## src/sv/clipped_rect_fill_raster_core_assert.svh

```systemverilog
// Assertion macros, sampled on clk and disabled while rst is high.
`ifndef CLIPPED_RECT_FILL_RASTER_CORE_ASSERT_SVH
`define CLIPPED_RECT_FILL_RASTER_CORE_ASSERT_SVH

// same-cycle implication
`define CRF_ASSERT_IMP(label, ante, cons, msg) \
  label: assert property (@(posedge clk) disable iff (rst) (ante) |-> (cons)) \
    else $error(msg);

// next-cycle implication
`define CRF_ASSERT_NXT(label, ante, cons, msg) \
  label: assert property (@(posedge clk) disable iff (rst) (ante) |=> (cons)) \
    else $error(msg);

`endif

```

## src/sv/crf_pkg.sv

```systemverilog
`timescale 1ns / 1ps
package crf_pkg;

  localparam int COORD_W     = 24;
  localparam int BOX_W       = 26;
  localparam int COLOR_W     = 16;
  localparam int DEPTH_OUT_W = 5;
  localparam int CFG_ADDR_W  = 5;
  localparam int CFG_DATA_W  = 32;

  typedef enum logic [2:0] {
    ACT_QUAD   = 3'd0,
    ACT_TEXT   = 3'd1,
    ACT_IMAGE  = 3'd2,
    ACT_BOUNDS = 3'd3,
    ACT_PUSH   = 3'd4,
    ACT_POP    = 3'd5,
    ACT_CLEAR  = 3'd6,
    ACT_READ   = 3'd7
  } action_t;

  typedef enum logic [1:0] {
    ST_DONE    = 2'd0,
    ST_SKIP    = 2'd1,
    ST_FULL    = 2'd2,
    ST_OUTSIDE = 2'd3
  } status_t;

  typedef enum logic [2:0] {
    REG_VX   = 3'd0,
    REG_VY   = 3'd1,
    REG_VW   = 3'd2,
    REG_VH   = 3'd3,
    REG_COLS = 3'd4,
    REG_ROWS = 3'd5
  } reg_index_t;

  typedef enum logic [4:0] {
    S_BOOT,
    S_IDLE,
    S_DECODE,
    S_CLIP_RD,
    S_CLIP_ACC,
    S_CHECK,
    S_MAP_SUB,
    S_MAP_MUL,
    S_DIV,
    S_MAP_STORE,
    S_SPAN,
    S_FILL,
    S_RD_MEM,
    S_RD_CAP,
    S_WIPE,
    S_FINISH
  } state_t;

  typedef struct packed {
    action_t                    action;
    logic signed [COORD_W-1:0]  rect_left;
    logic signed [COORD_W-1:0]  rect_top;
    logic signed [COORD_W-1:0]  rect_width;
    logic signed [COORD_W-1:0]  rect_height;
    logic signed [COLOR_W-1:0]  color_red;
    logic signed [COLOR_W-1:0]  color_green;
    logic signed [COLOR_W-1:0]  color_blue;
    logic signed [COLOR_W-1:0]  color_alpha;
    logic [7:0]                 read_column;
    logic [7:0]                 read_row;
  } cmd_item_t;

  typedef struct packed {
    status_t                  status;
    logic [7:0]               pixel_red;
    logic [7:0]               pixel_green;
    logic [7:0]               pixel_blue;
    logic [7:0]               pixel_alpha;
    logic [DEPTH_OUT_W-1:0]   clip_depth;
  } rsp_item_t;

  typedef struct packed {
    logic signed [COORD_W-1:0] vx;
    logic signed [COORD_W-1:0] vy;
    logic signed [COORD_W-1:0] vw;
    logic signed [COORD_W-1:0] vh;
    logic [8:0]                cols;
    logic [8:0]                rows;
  } cfg_t;

  typedef struct packed {
    logic signed [BOX_W-1:0] l;
    logic signed [BOX_W-1:0] t;
    logic signed [BOX_W-1:0] r;
    logic signed [BOX_W-1:0] b;
  } box_t;

  typedef struct packed {
    logic    load_item;
    logic    clip_init;
    logic    clip_step;
    logic    clip_cut;
    logic    push_wr;
    logic    pop;
    logic    depth_clear;
    logic    map_sub;
    logic    map_mul;
    logic    div_step;
    logic    map_store;
    logic    fill_init;
    logic    fill_step;
    logic    sweep_init;
    logic    sweep_step;
    logic    rd_addr;
    logic    rd_cap;
    logic    set_status;
    status_t status;
    logic    out_load;
  } ctl_cmd_t;

  typedef struct packed {
    action_t action;
    logic    draw_ok;
    logic    stack_full;
    logic    stack_empty;
    logic    clip_done;
    logic    acc_visible;
    logic    map_last;
    logic    div_last;
    logic    span_ok;
    logic    fill_last;
    logic    sweep_last;
    logic    read_outside;
    logic    out_free;
  } dp_stat_t;

  function automatic box_t box_cut(box_t a, box_t b);
    box_t o;
    o.l = (a.l > b.l) ? a.l : b.l;
    o.t = (a.t > b.t) ? a.t : b.t;
    o.r = (a.r < b.r) ? a.r : b.r;
    o.b = (a.b < b.b) ? a.b : b.b;
    if (o.r <= o.l || o.b <= o.t) begin
      o.r = o.l;
      o.b = o.t;
    end
    return o;
  endfunction

  function automatic logic box_visible(box_t a);
    return (a.r > a.l) && (a.b > a.t);
  endfunction

  function automatic logic signed [COORD_W-1:0] sat24(logic signed [BOX_W-1:0] v);
    logic signed [COORD_W-1:0] o;
    if (v > 26'sd8388607) begin
      o = 24'sh7FFFFF;
    end else if (v < -26'sd8388608) begin
      o = 24'sh800000;
    end else begin
      o = v[COORD_W-1:0];
    end
    return o;
  endfunction

  function automatic logic [7:0] chan_byte(logic signed [COLOR_W-1:0] c);
    logic [12:0] cl;
    logic [20:0] p;
    if (c < 16'sd0) begin
      cl = 13'd0;
    end else if (c > 16'sd4096) begin
      cl = 13'd4096;
    end else begin
      cl = c[12:0];
    end
    p = 21'(cl) * 21'd255 + 21'd2048;
    return p[19:12];
  endfunction

endpackage

```

## src/sv/crf_cfg.sv

```systemverilog
`timescale 1ns / 1ps
module crf_cfg (
  input  logic                             clk,
  input  logic                             rst,
  input  logic                             psel,
  input  logic                             penable,
  input  logic                             pwrite,
  input  logic [crf_pkg::CFG_ADDR_W-1:0]   paddr,
  input  logic [crf_pkg::CFG_DATA_W-1:0]   pwdata,
  output logic [crf_pkg::CFG_DATA_W-1:0]   prdata,
  output logic                             pready,
  output crf_pkg::cfg_t                    cfg
);
  import crf_pkg::*;

  reg_index_t idx;

  assign idx    = reg_index_t'(paddr[CFG_ADDR_W-1:2]);
  assign pready = 1'b1;

  always_ff @(posedge clk) begin
    if (rst) begin
      cfg.vx   <= '0;
      cfg.vy   <= '0;
      cfg.vw   <= 24'sd65536;
      cfg.vh   <= 24'sd65536;
      cfg.cols <= 9'd256;
      cfg.rows <= 9'd256;
    end else if (psel && penable && pwrite) begin
      case (idx)
        REG_VX:   cfg.vx   <= pwdata[COORD_W-1:0];
        REG_VY:   cfg.vy   <= pwdata[COORD_W-1:0];
        REG_VW:   cfg.vw   <= pwdata[COORD_W-1:0];
        REG_VH:   cfg.vh   <= pwdata[COORD_W-1:0];
        REG_COLS: cfg.cols <= pwdata[8:0];
        REG_ROWS: cfg.rows <= pwdata[8:0];
        default: ;
      endcase
    end
  end

  always_comb begin
    case (idx)
      REG_VX:   prdata = CFG_DATA_W'($unsigned(cfg.vx));
      REG_VY:   prdata = CFG_DATA_W'($unsigned(cfg.vy));
      REG_VW:   prdata = CFG_DATA_W'($unsigned(cfg.vw));
      REG_VH:   prdata = CFG_DATA_W'($unsigned(cfg.vh));
      REG_COLS: prdata = CFG_DATA_W'(cfg.cols);
      REG_ROWS: prdata = CFG_DATA_W'(cfg.rows);
      default:  prdata = '0;
    endcase
  end

endmodule

```

## config.mk

```make
export PLATFORM = sky130hd
export DESIGN_NAME = crf_cfg
export DESIGN_NICKNAME = d
export VERILOG_FILES = /design/src/sv/clipped_rect_fill_raster_core_assert.svh /design/src/sv/crf_pkg.sv /design/src/sv/crf_cfg.sv
export SDC_FILE = /design/constraint.sdc
export NUM_CORES = 1
export LEC_CHECK = 0
export BUFFER_PORTS_ARGS = -buffer_cell sky130_fd_sc_hd__buf_2
export CAP_MARGIN = 10
export CELL_PAD_IN_SITES_DETAIL_PLACEMENT = 2
export CELL_PAD_IN_SITES_GLOBAL_PLACEMENT = 2
export CORE_UTILIZATION = 33
export DETAILED_ROUTE_END_ITERATION = 8
export GPL_TIMING_DRIVEN = 1
export HOLD_SLACK_MARGIN = 0.12
export PLACE_DENSITY_LB_ADDON = 0.1
export SYNTH_ARGS = -nofsm -noshare
export SYNTH_HDL_FRONTEND = slang
export SYNTH_SLANG_ARGS = --single-unit
```

## constraint.sdc

```tcl
create_clock -name clk -period 2.3 [get_ports clk]
set_input_delay 0 -clock clk [delete_from_list [all_inputs] [get_ports clk]]
set_output_delay 0 -clock clk [all_outputs]
set_load 0.02 [all_outputs]
```

==> flow_summary_export.csv <==
group,metric,value,unit
floorplanning,pin_count,189,
flow_run,drv_cap,0,
sta,worstMarginPinSlew,643.2,ps
power_and_ir_drop,powerDensity,655.3,nW/um^2
routing,viasPerCell,4.838,
grt,grt_first_pass_wirelength,27.59,mm
power_and_ir_drop,vdd_drop_max,533.5,uV
cells_and_area,fill_cells,1798,
routing,firstDrtPassIters,4,
cells_and_area,nNetsFinal,733,
clocking,clkLatencyLatePin,410,ps
floorplanning,rows,47,
sta,finalSetupTns,0,ps
synthesis,synth.distinct_cells,26,
cells_and_area,drive_above_1_share,35.75,%
sta,slew_violations,0,
clocking,cts.sink_count,114,
synthesis,synth_ff_type,"dfxtp_1",
cells_and_area,regMostFlops,"cfg",
synthesis,synth.largest_area_cell,"dfxtp_1",
clocking,cts_buffers,17,
sta,fin_crit,1567,ps
clocking,clk_pin_slew,50,ps
routing,drc,0,
synthesis,synth_area,5547,sq um
cells_and_area,post-route-util,44.01,%
cells_and_area,multi_input_area,2985,sq um
sta,finalSetupViolations,0,
placement,dp_slack,762.3,ps
critical_path,start_kind,"flip-flop",
grt,grt_max_degree,103,
cells_and_area,seqCellArea,2282,sq um
critical_path,worstPathRequired,2300,ps
placement,numPortBuffers,169,
clocking,h-tree-depth,4,
grt,grt_pass1_vias,4826,
synthesis,synth-async-reset-ratio,0,%
cells_and_area,largestRegisters,"cfg x114",
routing,ant_nets,0,
clocking,clockBufferDepth,2,
power_and_ir_drop,p_leak,3.752,nW
placement,dp_hpwl,11.83,mm
critical_path,cp_max_fo,3,
sta,clock.fmax,638.3,MHz
grt,antenna_found_initial,0,
cells_and_area,diodes,0,
sta,clock_skew,0,ps
run_status,status,"finished clean",
floorplanning,die_h,131.6,um
routing,vias,4461,
sta,hold_viol,0,
sta,rsz0062_at_grt,"false",
floorplanning,start_util,33.57,%
floorplanning,die_area,17330,sq um
sta,setup_ws,733.4,ps
synthesis,synth_cells,508,
placement,gp_congestion,0.7349,
critical_path,cpPeakStageDelay,330,ps
synthesis,netlist_top_cells_area,"dfxtp_1, mux2i_1, nand2b_1, mux4_2, mux2_2",
clocking,cts_setup_buffers,0,
synthesis,synth_top_area_share,41.15,%
critical_path,endpoint_kind,"output port",
clocking,ctsRootBufferMaster,"clkbuf_16",
routing,dr.first_iter.drc_count,177,
synthesis,syn_area_per_cell,10.92,sq um
critical_path,cp_data_arrival_time,1570,ps
power_and_ir_drop,totalPowerFinal,4.765,mW
synthesis,synth-seq-cells,114,
sta,fin_crit_sh,68.11,%
grt,track_usage,20.85,%
hold_path,holdCritPathClass,"in2reg",
critical_path,crit_type,"reg2out",
cells_and_area,area_growth,31.11,%
synthesis,synth_edf_count,0,
synthesis,ys_seq_area_share,41.15,%
cells_and_area,largest_reg_flops,114,
sta,max_slew_margin,57.12,%
floorplanning,core_area,16520,sq um
critical_path,crit_slowest_cell,"dfxtp_1",
critical_path,path_cells,"mux2_2, a22oi_1, o21ai_0, buf_2",
floorplanning,die_x,131.6,um
synthesis,ys_warn_count,0,
routing,drt_wl_total,17.57,mm
routing,wire_per_inst,19.06,um
clocking,holdBufCountCts,24,
clocking,cts_tree,"yes",
grt,gr-total-overflow,0,
clocking,cts_resized,0,
[placed cells by master, fill, tap and decap left out]
cell type / instances
dlygate4sd3_1: 24
buf_2: 169
clkbuf_16: 17
and2_4: 1
a22oi_1: 9
nand2_4: 3
conb_1: 9
a221oi_1: 3
nor2_1: 6
and4_4: 1
nand2b_1: 134
inv_1: 1
mux4_2: 15
clkinv_2: 6
nor2_2: 1
buf_4: 9
clkbuf_8: 5
a21oi_1: 3
and4b_1: 1
mux2i_1: 117
and2_1: 16
a32oi_1: 3
buf_12: 2
dfxtp_1: 114
or2_2: 1
clkbuf_1: 2
mux2_2: 18
nor2b_1: 3
o21ai_0: 6
nand2_2: 3
[power by group]
part / total, mW / switching, mW / internal [mW]
clock: 2.39 / 0.899 / 1.49
sequential: 2.00 / 0.0123 / 1.99
combinational: 0.368 / 0.206 / 0.162
total: 4.77 / 1.12 / 3.65
[synthesized netlist by cell type (6+ instances only)]
cell type and instances:
nand2b_1 134, mux2i_1 117, dfxtp_1 114, mux2_2 18, clkbuf_1 17, and2_1 16
buf_4 15, mux4_2 15, a22oi_1 9, buf_6 8, buf_2 7, nor2_1 6
o21ai_0 6
[worst max-delay path, delay by kind of cell (launching register included)]
family,cells,cell delay [ps]
mux,1,280
buf+inv,1,200
compound gates,2,360
flops,1,330
[final cells by class]
class	count	share of cell area [%]
clock inverter	6	0.4129
multi-input combinational	353	41.05
tap	220	3.785
inverter	1	0.05162
clock buffer	24	6.900
timing repair buffer	204	16.41
sequential	114	31.38
[kinds of logic after synthesis]
family | Yosys count | synth area share, %
buffers and inverters | 48 | 5.504
muxes | 150 | 30.86
and+or+nand+nor | 170 | 19.38
AOI/OAI and AO/OA | 24 | 2.978
other | 2 | 0.1354
DFF | 114 | 41.15
[layer usage]
| metal | share of wire (%) | vias up | wire (um) | GRT usage, % |
|---|---|---|---|---|
| met5 | 0 | - | 0 | 0 |
| met4 | 1.1 | 0 | 198 | 6.912 |
| met3 | 4.0 | 18 | 697 | 4.282 |
| met2 | 49 | 125 | 8561 | 35.27 |
| met1 | 46 | 2228 | 8112 | 26.31 |
| li1 | - | 2090 | - | - |
[path summary, 6_finish.rpt]
kind	from	to	slack, ps	cells after the start
setup / recovery	cfg[50]$_SDFFE_PP0P_	prdata[8]	730	4
setup reg to reg	cfg[71]$_SDFFE_PP0P_	cfg[71]$_SDFFE_PP0P_	1610	2
hold / removal	rst	cfg[60]$_SDFFE_PP0P_	200	3
hold reg to reg	cfg[24]$_SDFFE_PP0P_	cfg[24]$_SDFFE_PP0P_	490	2
[stage by stage]
step | instance area, sq um | cells | hold WS [ps]
floorplan | 5573 | 515 | 171.0
global placement | 6500 | 868 | 282.0
detailed placement | 6500 | 868 | 303.5
CTS | 7272 | 922 | 212.6
global route | 7272 | 922 | 240.2
finish | 7272 | 922 | 201.9
Note: power is estimated with default switching activity, not from simulation.
