[config.mk]
export PLATFORM = sky130hd
export DESIGN_NAME = crf_ctrl
export DESIGN_NICKNAME = d
export VERILOG_FILES = /design/src/sv/clipped_rect_fill_raster_core_assert.svh /design/src/sv/crf_pkg.sv /design/src/sv/crf_ctrl.sv
export SDC_FILE = /design/constraint.sdc
export NUM_CORES = 1
export LEC_CHECK = 0
export ABC_AREA = 1
export BUFFER_PORTS_ARGS = -buffer_cell sky130_fd_sc_hd__buf_2
export CAP_MARGIN = 20
export CORE_MARGIN = 8
export CORE_UTILIZATION = 44
export CTS_BUF_LIST = sky130_fd_sc_hd__clkbuf_2
export CTS_CLUSTER_SIZE = 14
export DETAILED_ROUTE_END_ITERATION = 12
export GPL_TIMING_DRIVEN = 1
export PLACE_DENSITY = 0.88
export SLEW_MARGIN = 25
export SYNTH_ARGS = -nofsm -noshare
export SYNTH_HDL_FRONTEND = slang
export SYNTH_SLANG_ARGS = --single-unit
export TNS_END_PERCENT = 10
[constraint.sdc]
create_clock -name clk -period 2.01 [get_ports clk]
set_input_delay 0.1005 -clock clk [delete_from_list [all_inputs] [get_ports clk]]
set_output_delay 0.1005 -clock clk [all_outputs]
set_load 0.005 [all_outputs]
[src/sv/clipped_rect_fill_raster_core_assert.svh]
// Assertion macros, sampled on clk and disabled while rst is high.
`ifndef CLIPPED_RECT_FILL_RASTER_CORE_ASSERT_SVH
`define CLIPPED_RECT_FILL_RASTER_CORE_ASSERT_SVH

// same-cycle implication
`define CRF_ASSERT_IMP(label, ante, cons, msg) \
  label: assert property (@(posedge clk) disable iff (rst) (ante) |-> (cons)) \
    else $error(msg);

// next-cycle implication
`define CRF_ASSERT_NXT(label, ante, cons, msg) \
  label: assert property (@(posedge clk) disable iff (rst) (ante) |=> (cons)) \
    else $error(msg);

`endif

[src/sv/crf_pkg.sv]
`timescale 1ns / 1ps
package crf_pkg;

  localparam int COORD_W     = 24;
  localparam int BOX_W       = 26;
  localparam int COLOR_W     = 16;
  localparam int DEPTH_OUT_W = 5;
  localparam int CFG_ADDR_W  = 5;
  localparam int CFG_DATA_W  = 32;

  typedef enum logic [2:0] {
    ACT_QUAD   = 3'd0,
    ACT_TEXT   = 3'd1,
    ACT_IMAGE  = 3'd2,
    ACT_BOUNDS = 3'd3,
    ACT_PUSH   = 3'd4,
    ACT_POP    = 3'd5,
    ACT_CLEAR  = 3'd6,
    ACT_READ   = 3'd7
  } action_t;

  typedef enum logic [1:0] {
    ST_DONE    = 2'd0,
    ST_SKIP    = 2'd1,
    ST_FULL    = 2'd2,
    ST_OUTSIDE = 2'd3
  } status_t;

  typedef enum logic [2:0] {
    REG_VX   = 3'd0,
    REG_VY   = 3'd1,
    REG_VW   = 3'd2,
    REG_VH   = 3'd3,
    REG_COLS = 3'd4,
    REG_ROWS = 3'd5
  } reg_index_t;

  typedef enum logic [4:0] {
    S_BOOT,
    S_IDLE,
    S_DECODE,
    S_CLIP_RD,
    S_CLIP_ACC,
    S_CHECK,
    S_MAP_SUB,
    S_MAP_MUL,
    S_DIV,
    S_MAP_STORE,
    S_SPAN,
    S_FILL,
    S_RD_MEM,
    S_RD_CAP,
    S_WIPE,
    S_FINISH
  } state_t;

  typedef struct packed {
    action_t                    action;
    logic signed [COORD_W-1:0]  rect_left;
    logic signed [COORD_W-1:0]  rect_top;
    logic signed [COORD_W-1:0]  rect_width;
    logic signed [COORD_W-1:0]  rect_height;
    logic signed [COLOR_W-1:0]  color_red;
    logic signed [COLOR_W-1:0]  color_green;
    logic signed [COLOR_W-1:0]  color_blue;
    logic signed [COLOR_W-1:0]  color_alpha;
    logic [7:0]                 read_column;
    logic [7:0]                 read_row;
  } cmd_item_t;

  typedef struct packed {
    status_t                  status;
    logic [7:0]               pixel_red;
    logic [7:0]               pixel_green;
    logic [7:0]               pixel_blue;
    logic [7:0]               pixel_alpha;
    logic [DEPTH_OUT_W-1:0]   clip_depth;
  } rsp_item_t;

  typedef struct packed {
    logic signed [COORD_W-1:0] vx;
    logic signed [COORD_W-1:0] vy;
    logic signed [COORD_W-1:0] vw;
    logic signed [COORD_W-1:0] vh;
    logic [8:0]                cols;
    logic [8:0]                rows;
  } cfg_t;

  typedef struct packed {
    logic signed [BOX_W-1:0] l;
    logic signed [BOX_W-1:0] t;
    logic signed [BOX_W-1:0] r;
    logic signed [BOX_W-1:0] b;
  } box_t;

  typedef struct packed {
    logic    load_item;
    logic    clip_init;
    logic    clip_step;
    logic    clip_cut;
    logic    push_wr;
    logic    pop;
    logic    depth_clear;
    logic    map_sub;
    logic    map_mul;
    logic    div_step;
    logic    map_store;
    logic    fill_init;
    logic    fill_step;
    logic    sweep_init;
    logic    sweep_step;
    logic    rd_addr;
    logic    rd_cap;
    logic    set_status;
    status_t status;
    logic    out_load;
  } ctl_cmd_t;

  typedef struct packed {
    action_t action;
    logic    draw_ok;
    logic    stack_full;
    logic    stack_empty;
    logic    clip_done;
    logic    acc_visible;
    logic    map_last;
    logic    div_last;
    logic    span_ok;
    logic    fill_last;
    logic    sweep_last;
    logic    read_outside;
    logic    out_free;
  } dp_stat_t;

  function automatic box_t box_cut(box_t a, box_t b);
    box_t o;
    o.l = (a.l > b.l) ? a.l : b.l;
    o.t = (a.t > b.t) ? a.t : b.t;
    o.r = (a.r < b.r) ? a.r : b.r;
    o.b = (a.b < b.b) ? a.b : b.b;
    if (o.r <= o.l || o.b <= o.t) begin
      o.r = o.l;
      o.b = o.t;
    end
    return o;
  endfunction

  function automatic logic box_visible(box_t a);
    return (a.r > a.l) && (a.b > a.t);
  endfunction

  function automatic logic signed [COORD_W-1:0] sat24(logic signed [BOX_W-1:0] v);
    logic signed [COORD_W-1:0] o;
    if (v > 26'sd8388607) begin
      o = 24'sh7FFFFF;
    end else if (v < -26'sd8388608) begin
      o = 24'sh800000;
    end else begin
      o = v[COORD_W-1:0];
    end
    return o;
  endfunction

  function automatic logic [7:0] chan_byte(logic signed [COLOR_W-1:0] c);
    logic [12:0] cl;
    logic [20:0] p;
    if (c < 16'sd0) begin
      cl = 13'd0;
    end else if (c > 16'sd4096) begin
      cl = 13'd4096;
    end else begin
      cl = c[12:0];
    end
    p = 21'(cl) * 21'd255 + 21'd2048;
    return p[19:12];
  endfunction

endpackage

[src/sv/crf_ctrl.sv]
`timescale 1ns / 1ps
module crf_ctrl (
  input  logic               clk,
  input  logic               rst,
  input  logic               cmd_valid,
  output logic               cmd_stall,
  input  crf_pkg::dp_stat_t  stat,
  output crf_pkg::ctl_cmd_t  ctl
);
  import crf_pkg::*;

  state_t state;
  state_t state_next;

  always_ff @(posedge clk) begin
    if (rst) begin
      state <= S_BOOT;
    end else begin
      state <= state_next;
    end
  end

  always_comb begin
    state_next = state;
    ctl        = '0;
    cmd_stall  = 1'b1;
    case (state)
      S_BOOT: begin
        ctl.sweep_step = 1'b1;
        if (stat.sweep_last) state_next = S_IDLE;
      end
      S_IDLE: begin
        cmd_stall = 1'b0;
        if (cmd_valid) begin
          ctl.load_item = 1'b1;
          state_next    = S_DECODE;
        end
      end
      S_DECODE: begin
        case (stat.action)
          ACT_QUAD, ACT_IMAGE, ACT_BOUNDS: begin
            if (stat.draw_ok) begin
              ctl.clip_init = 1'b1;
              state_next    = S_CLIP_RD;
            end else begin
              ctl.set_status = 1'b1;
              ctl.status     = ST_SKIP;
              state_next     = S_FINISH;
            end
          end
          ACT_PUSH: begin
            if (stat.stack_full) begin
              ctl.set_status = 1'b1;
              ctl.status     = ST_FULL;
              state_next     = S_FINISH;
            end else begin
              ctl.clip_init = 1'b1;
              state_next    = S_CLIP_RD;
            end
          end
          ACT_POP: begin
            if (stat.stack_empty) begin
              ctl.set_status = 1'b1;
              ctl.status     = ST_SKIP;
            end else begin
              ctl.pop = 1'b1;
            end
            state_next = S_FINISH;
          end
          ACT_CLEAR: begin
            ctl.sweep_init  = 1'b1;
            ctl.depth_clear = 1'b1;
            state_next      = S_WIPE;
          end
          ACT_READ: begin
            if (stat.read_outside) begin
              ctl.set_status = 1'b1;
              ctl.status     = ST_OUTSIDE;
              state_next     = S_FINISH;
            end else begin
              ctl.rd_addr = 1'b1;
              state_next  = S_RD_MEM;
            end
          end
          default: begin
            ctl.set_status = 1'b1;
            ctl.status     = ST_SKIP;
            state_next     = S_FINISH;
          end
        endcase
      end
      S_CLIP_RD: begin
        if (stat.clip_done) begin
          ctl.clip_cut = 1'b1;
          state_next   = S_CHECK;
        end else begin
          state_next = S_CLIP_ACC;
        end
      end
      S_CLIP_ACC: begin
        ctl.clip_step = 1'b1;
        state_next    = S_CLIP_RD;
      end
      S_CHECK: begin
        if (stat.action == ACT_PUSH) begin
          ctl.push_wr = 1'b1;
          state_next  = S_FINISH;
        end else if (!stat.acc_visible) begin
          ctl.set_status = 1'b1;
          ctl.status     = ST_SKIP;
          state_next     = S_FINISH;
        end else begin
          state_next = S_MAP_SUB;
        end
      end
      S_MAP_SUB: begin
        ctl.map_sub = 1'b1;
        state_next  = S_MAP_MUL;
      end
      S_MAP_MUL: begin
        ctl.map_mul = 1'b1;
        state_next  = S_DIV;
      end
      S_DIV: begin
        ctl.div_step = 1'b1;
        if (stat.div_last) state_next = S_MAP_STORE;
      end
      S_MAP_STORE: begin
        ctl.map_store = 1'b1;
        state_next    = stat.map_last ? S_SPAN : S_MAP_SUB;
      end
      S_SPAN: begin
        if (stat.span_ok) begin
          ctl.fill_init = 1'b1;
          state_next    = S_FILL;
        end else begin
          ctl.set_status = 1'b1;
          ctl.status     = ST_SKIP;
          state_next     = S_FINISH;
        end
      end
      S_FILL: begin
        ctl.fill_step = 1'b1;
        if (stat.fill_last) state_next = S_FINISH;
      end
      S_RD_MEM: begin
        state_next = S_RD_CAP;
      end
      S_RD_CAP: begin
        ctl.rd_cap = 1'b1;
        state_next = S_FINISH;
      end
      S_WIPE: begin
        ctl.sweep_step = 1'b1;
        if (stat.sweep_last) state_next = S_FINISH;
      end
      S_FINISH: begin
        if (stat.out_free) begin
          ctl.out_load = 1'b1;
          state_next   = S_IDLE;
        end
      end
      default: begin
        state_next = S_IDLE;
      end
    endcase
  end

endmodule

==> results.py <==
metrics = {
    "finish": {
        "final-instance-count-excl-fill": 200,
        "fillerInstances": 161,
        "areaGrowthSynthToFinish_pct": 29.9,
        "layout-drive-gt1-share_pct": 36.6,
        "reg_top3": "state (4)",
        "nets": 203,
        "largest_reg_flops": 4,
        "multi_input_area_um2": 562,
        "ff_latch_area_um2": 80.1,
        "antenna_cells": 0,
        "regMostFlops": "state",
    },
    "synth": {
        "synth-async-reset-ratio_pct": 0,
        "ys_ff_latch": 4,
        "syn-num-nets": 160,
        "syn_area_um2": 748,
        "syn_avg_cell_area_um2": 5.27,
        "yosysSeqAreaShare_pct": 10.7,
        "synth_edf_count": 0,
        "synth_cell_types": 25,
        "synth_cells": 142,
        "synth_ff_type": "dfxtp_1",
        "yosys_warnings": 0,
    },
    "worst_setup_path": {
        "arrival_ns": 1.72,
        "setup.worst_path.end_class": "primary output",
        "cp_slowest_stage_delay_ns": 0.42,
        "critical_path.top_delay_family": "simple AND/OR/NAND/NOR gates",
        "critPathKind": "flip-flop to primary output",
        "critPathBufInv": 4,
        "path_common_cell": "inv_2",
        "cp_max_fo": 7,
        "critPathRequiredTime_ns": 1.91,
        "crit_path_start_kind": "flip-flop",
        "crit_chain": "inv_2, nor2_4, inv_2, nor2_2, inv_1, nor4_1, buf_2",
        "slowest_stage": "dfxtp_1",
    },
    "placement": {
        "hpwl_mm": 2.10,
        "placedCellCount": 197,
        "place_congestion": 1.03,
        "pre_cts_slack_ns": 0.410,
        "portBuffers": 39,
    },
    "sta": {
        "fin_ws_ns": 0.186,
        "tightest_slew_ns": 0.331,
        "fmax_ghz": 0.548,
        "fin_skew_ns": 0.000615,
        "slew_violations": 0,
        "min_period_ns": 1.82,
        "fin_tns_setup_ns": 0,
        "hold_viol": 0,
        "timing.final.crit_share_pct": 90.7,
        "setup_violations": 0,
        "slew_headroom_pct": 77.7,
        "rsz0062_at_grt": "false",
    },
    "grt": {
        "use_met2_pct": 28.8,
        "grt_pass1_wl_mm": 4.00,
        "grt_pass1_vias": 957,
        "grt_util_met3_pct": 2.02,
        "grt_antenna_before_repair": 0,
        "use_met1_pct": 14.9,
        "grt_max_degree": 8,
        "grt_overflow": 0,
        "grt_usage_pct": 14.6,
        "busiest_layer": "met2",
    },
    "power": {
        "powerDensity_mw_per_mm2": 957,
        "seqPwrFrac_pct": 17.8,
        "cellInternalPower_w": 0.000390,
        "swShare_pct": 58.1,
        "leakagePower_nw": 0.593,
        "switching_power_w": 0.000541,
        "comb_power_share_pct": 74.9,
        "clock_power_share_pct": 7.3,
        "ir_drop_mv": 0.604,
    },
    "clock_tree": {
        "cts_buffers": 3,
        "cts_resized": 0,
        "cts_setup_buffers": 0,
        "cts_root_buf": "clkbuf_2",
        "cts.path.max_buffers": 2,
        "clk_pin_slew_ns": 0.04,
        "cts-hold-fix-buffers": 0,
        "cts_tree": "yes",
        "htreeDepth": 1,
        "clock_sinks": 4,
        "clock_latency_ns": 0.19,
    },
    "routing": {
        "drcViolationCount": 0,
        "avgRoutedWirePerCell_um": 12.0,
        "final_antenna_net_count": 0,
        "drt_first_iter_violations": 50,
        "drt_wl_total_mm": 2.41,
        "first_pass_iters": 4,
        "via_per_inst": 5.30,
        "num_vias": 1060,
    },
    "floorplan": {
        "rows": 15,
        "die_h_um": 57.2,
        "initial_utilization_pct": 44.8,
        "ios": 40,
        "core_area_mm2": 0.00167,
        "die_area_mm2": 0.00328,
        "fp.dieW_um": 57.2,
    },
    "run": {
        "cap_violations": 0,
    },
    "outcome": {
        "status": "finished clean",
    },
    "min_path": {
        "hold_class": "input port to flip-flop",
    },
}
[routing by layer]
layer  vias up  routed length (um)
li1        533                   -
met1       478                 909
met2        47                1350
met3         2                 129
met4         0                  20
met5         -                   0
[layout by cell type (no fill, tap or decap)]
cell type	n
clkbuf_2	3
clkinv_2	1
o21ai_2	1
nor2_2	5
and3_1	1
buf_2	39
nand2_2	8
o211ai_1	2
nand2_4	1
nand3b_1	1
nand3_1	11
o21bai_1	1
a21boi_0	1
o21ai_1	1
dfxtp_1	4
nor4_1	1
a21oi_1	9
inv_1	21
nor3_1	2
nor2_4	3
nand3_2	2
nand2_1	30
nor2_1	23
inv_2	4
o21ai_0	6
nand4_1	2
[cell families (layout without fill, tap and decap cells)]
group	Yosys count	in the layout	synth area share [%]
DFF	4	4	10.7
buffers and inverters	27	68	14.2
AOI/OAI and AO/OA	21	21	15.9
and+or+nand+nor	90	90	59.2
[synth_stat cells, types with 2 or more instances]
master	n	share of area, %
nand4_1	2	1.7
nor2_2	5	4.2
o211ai_1	2	2.0
nand2_1	30	15
nand3_2	2	2.7
nor2_4	3	4.5
inv_2	4	2.0
nand3_1	11	7.4
dfxtp_1	4	11
o21ai_0	6	4.0
nor3_1	2	1.3
a21oi_1	9	6.0
nor2_1	23	12
inv_1	21	11
nand2_2	8	6.7
[path summary, 6_finish.rpt]
| kind | from | end | slack (ns) | depth (start not counted) |
|---|---|---|---|---|
| worst max-delay path | state[1] | ctl[7] | 0.19 | 7 |
| worst min-delay path | rst | state[1] | 0.10 | 2 |
| worst max register to register | state[2] | state[0] | 0.52 | 9 |
| worst min register to register | state[1] | state[1] | 0.54 | 2 |
[power by group through the flow]
| stage | combinational [W] | sequential, W | clock [W] |
|---|---|---|---|
| 3_3_place_gp | 0.000667 | 0.000159 | 0 |
| 2_1_floorplan | 0.000498 | 0.000155 | 0 |
| 5_1_grt | 0.000770 | 0.000172 | 0.0000758 |
| 3_5_place_dp | 0.000688 | 0.000164 | 0 |
| 6_report | 0.000697 | 0.000166 | 0.0000680 |
| 4_1_cts | 0.000692 | 0.000163 | 0.0000749 |
[final cells by class]
type | count | area share, %
clock buffers | 3 | 1.54
repair buffers | 39 | 20.1
flip-flops and latches | 4 | 8.24
inverters | 26 | 10.2
multi-input cells | 111 | 57.8
well taps | 17 | 2.19
[through the flow]
stage	power, W	instance area [um2]	hold slack (ns)	util (%)
final	0.000931	972	0.100	58.2
after global routing	0.00102	972	0.0998	58.2
after CTS	0.000929	972	0.0835	58.2
after detailed placement	0.000853	957	0.306	57.3
after global placement	0.000826	957	0.298	57.3
after floorplan	0.000654	748	0.170	-
Note: power is estimated with default switching activity, not from simulation.
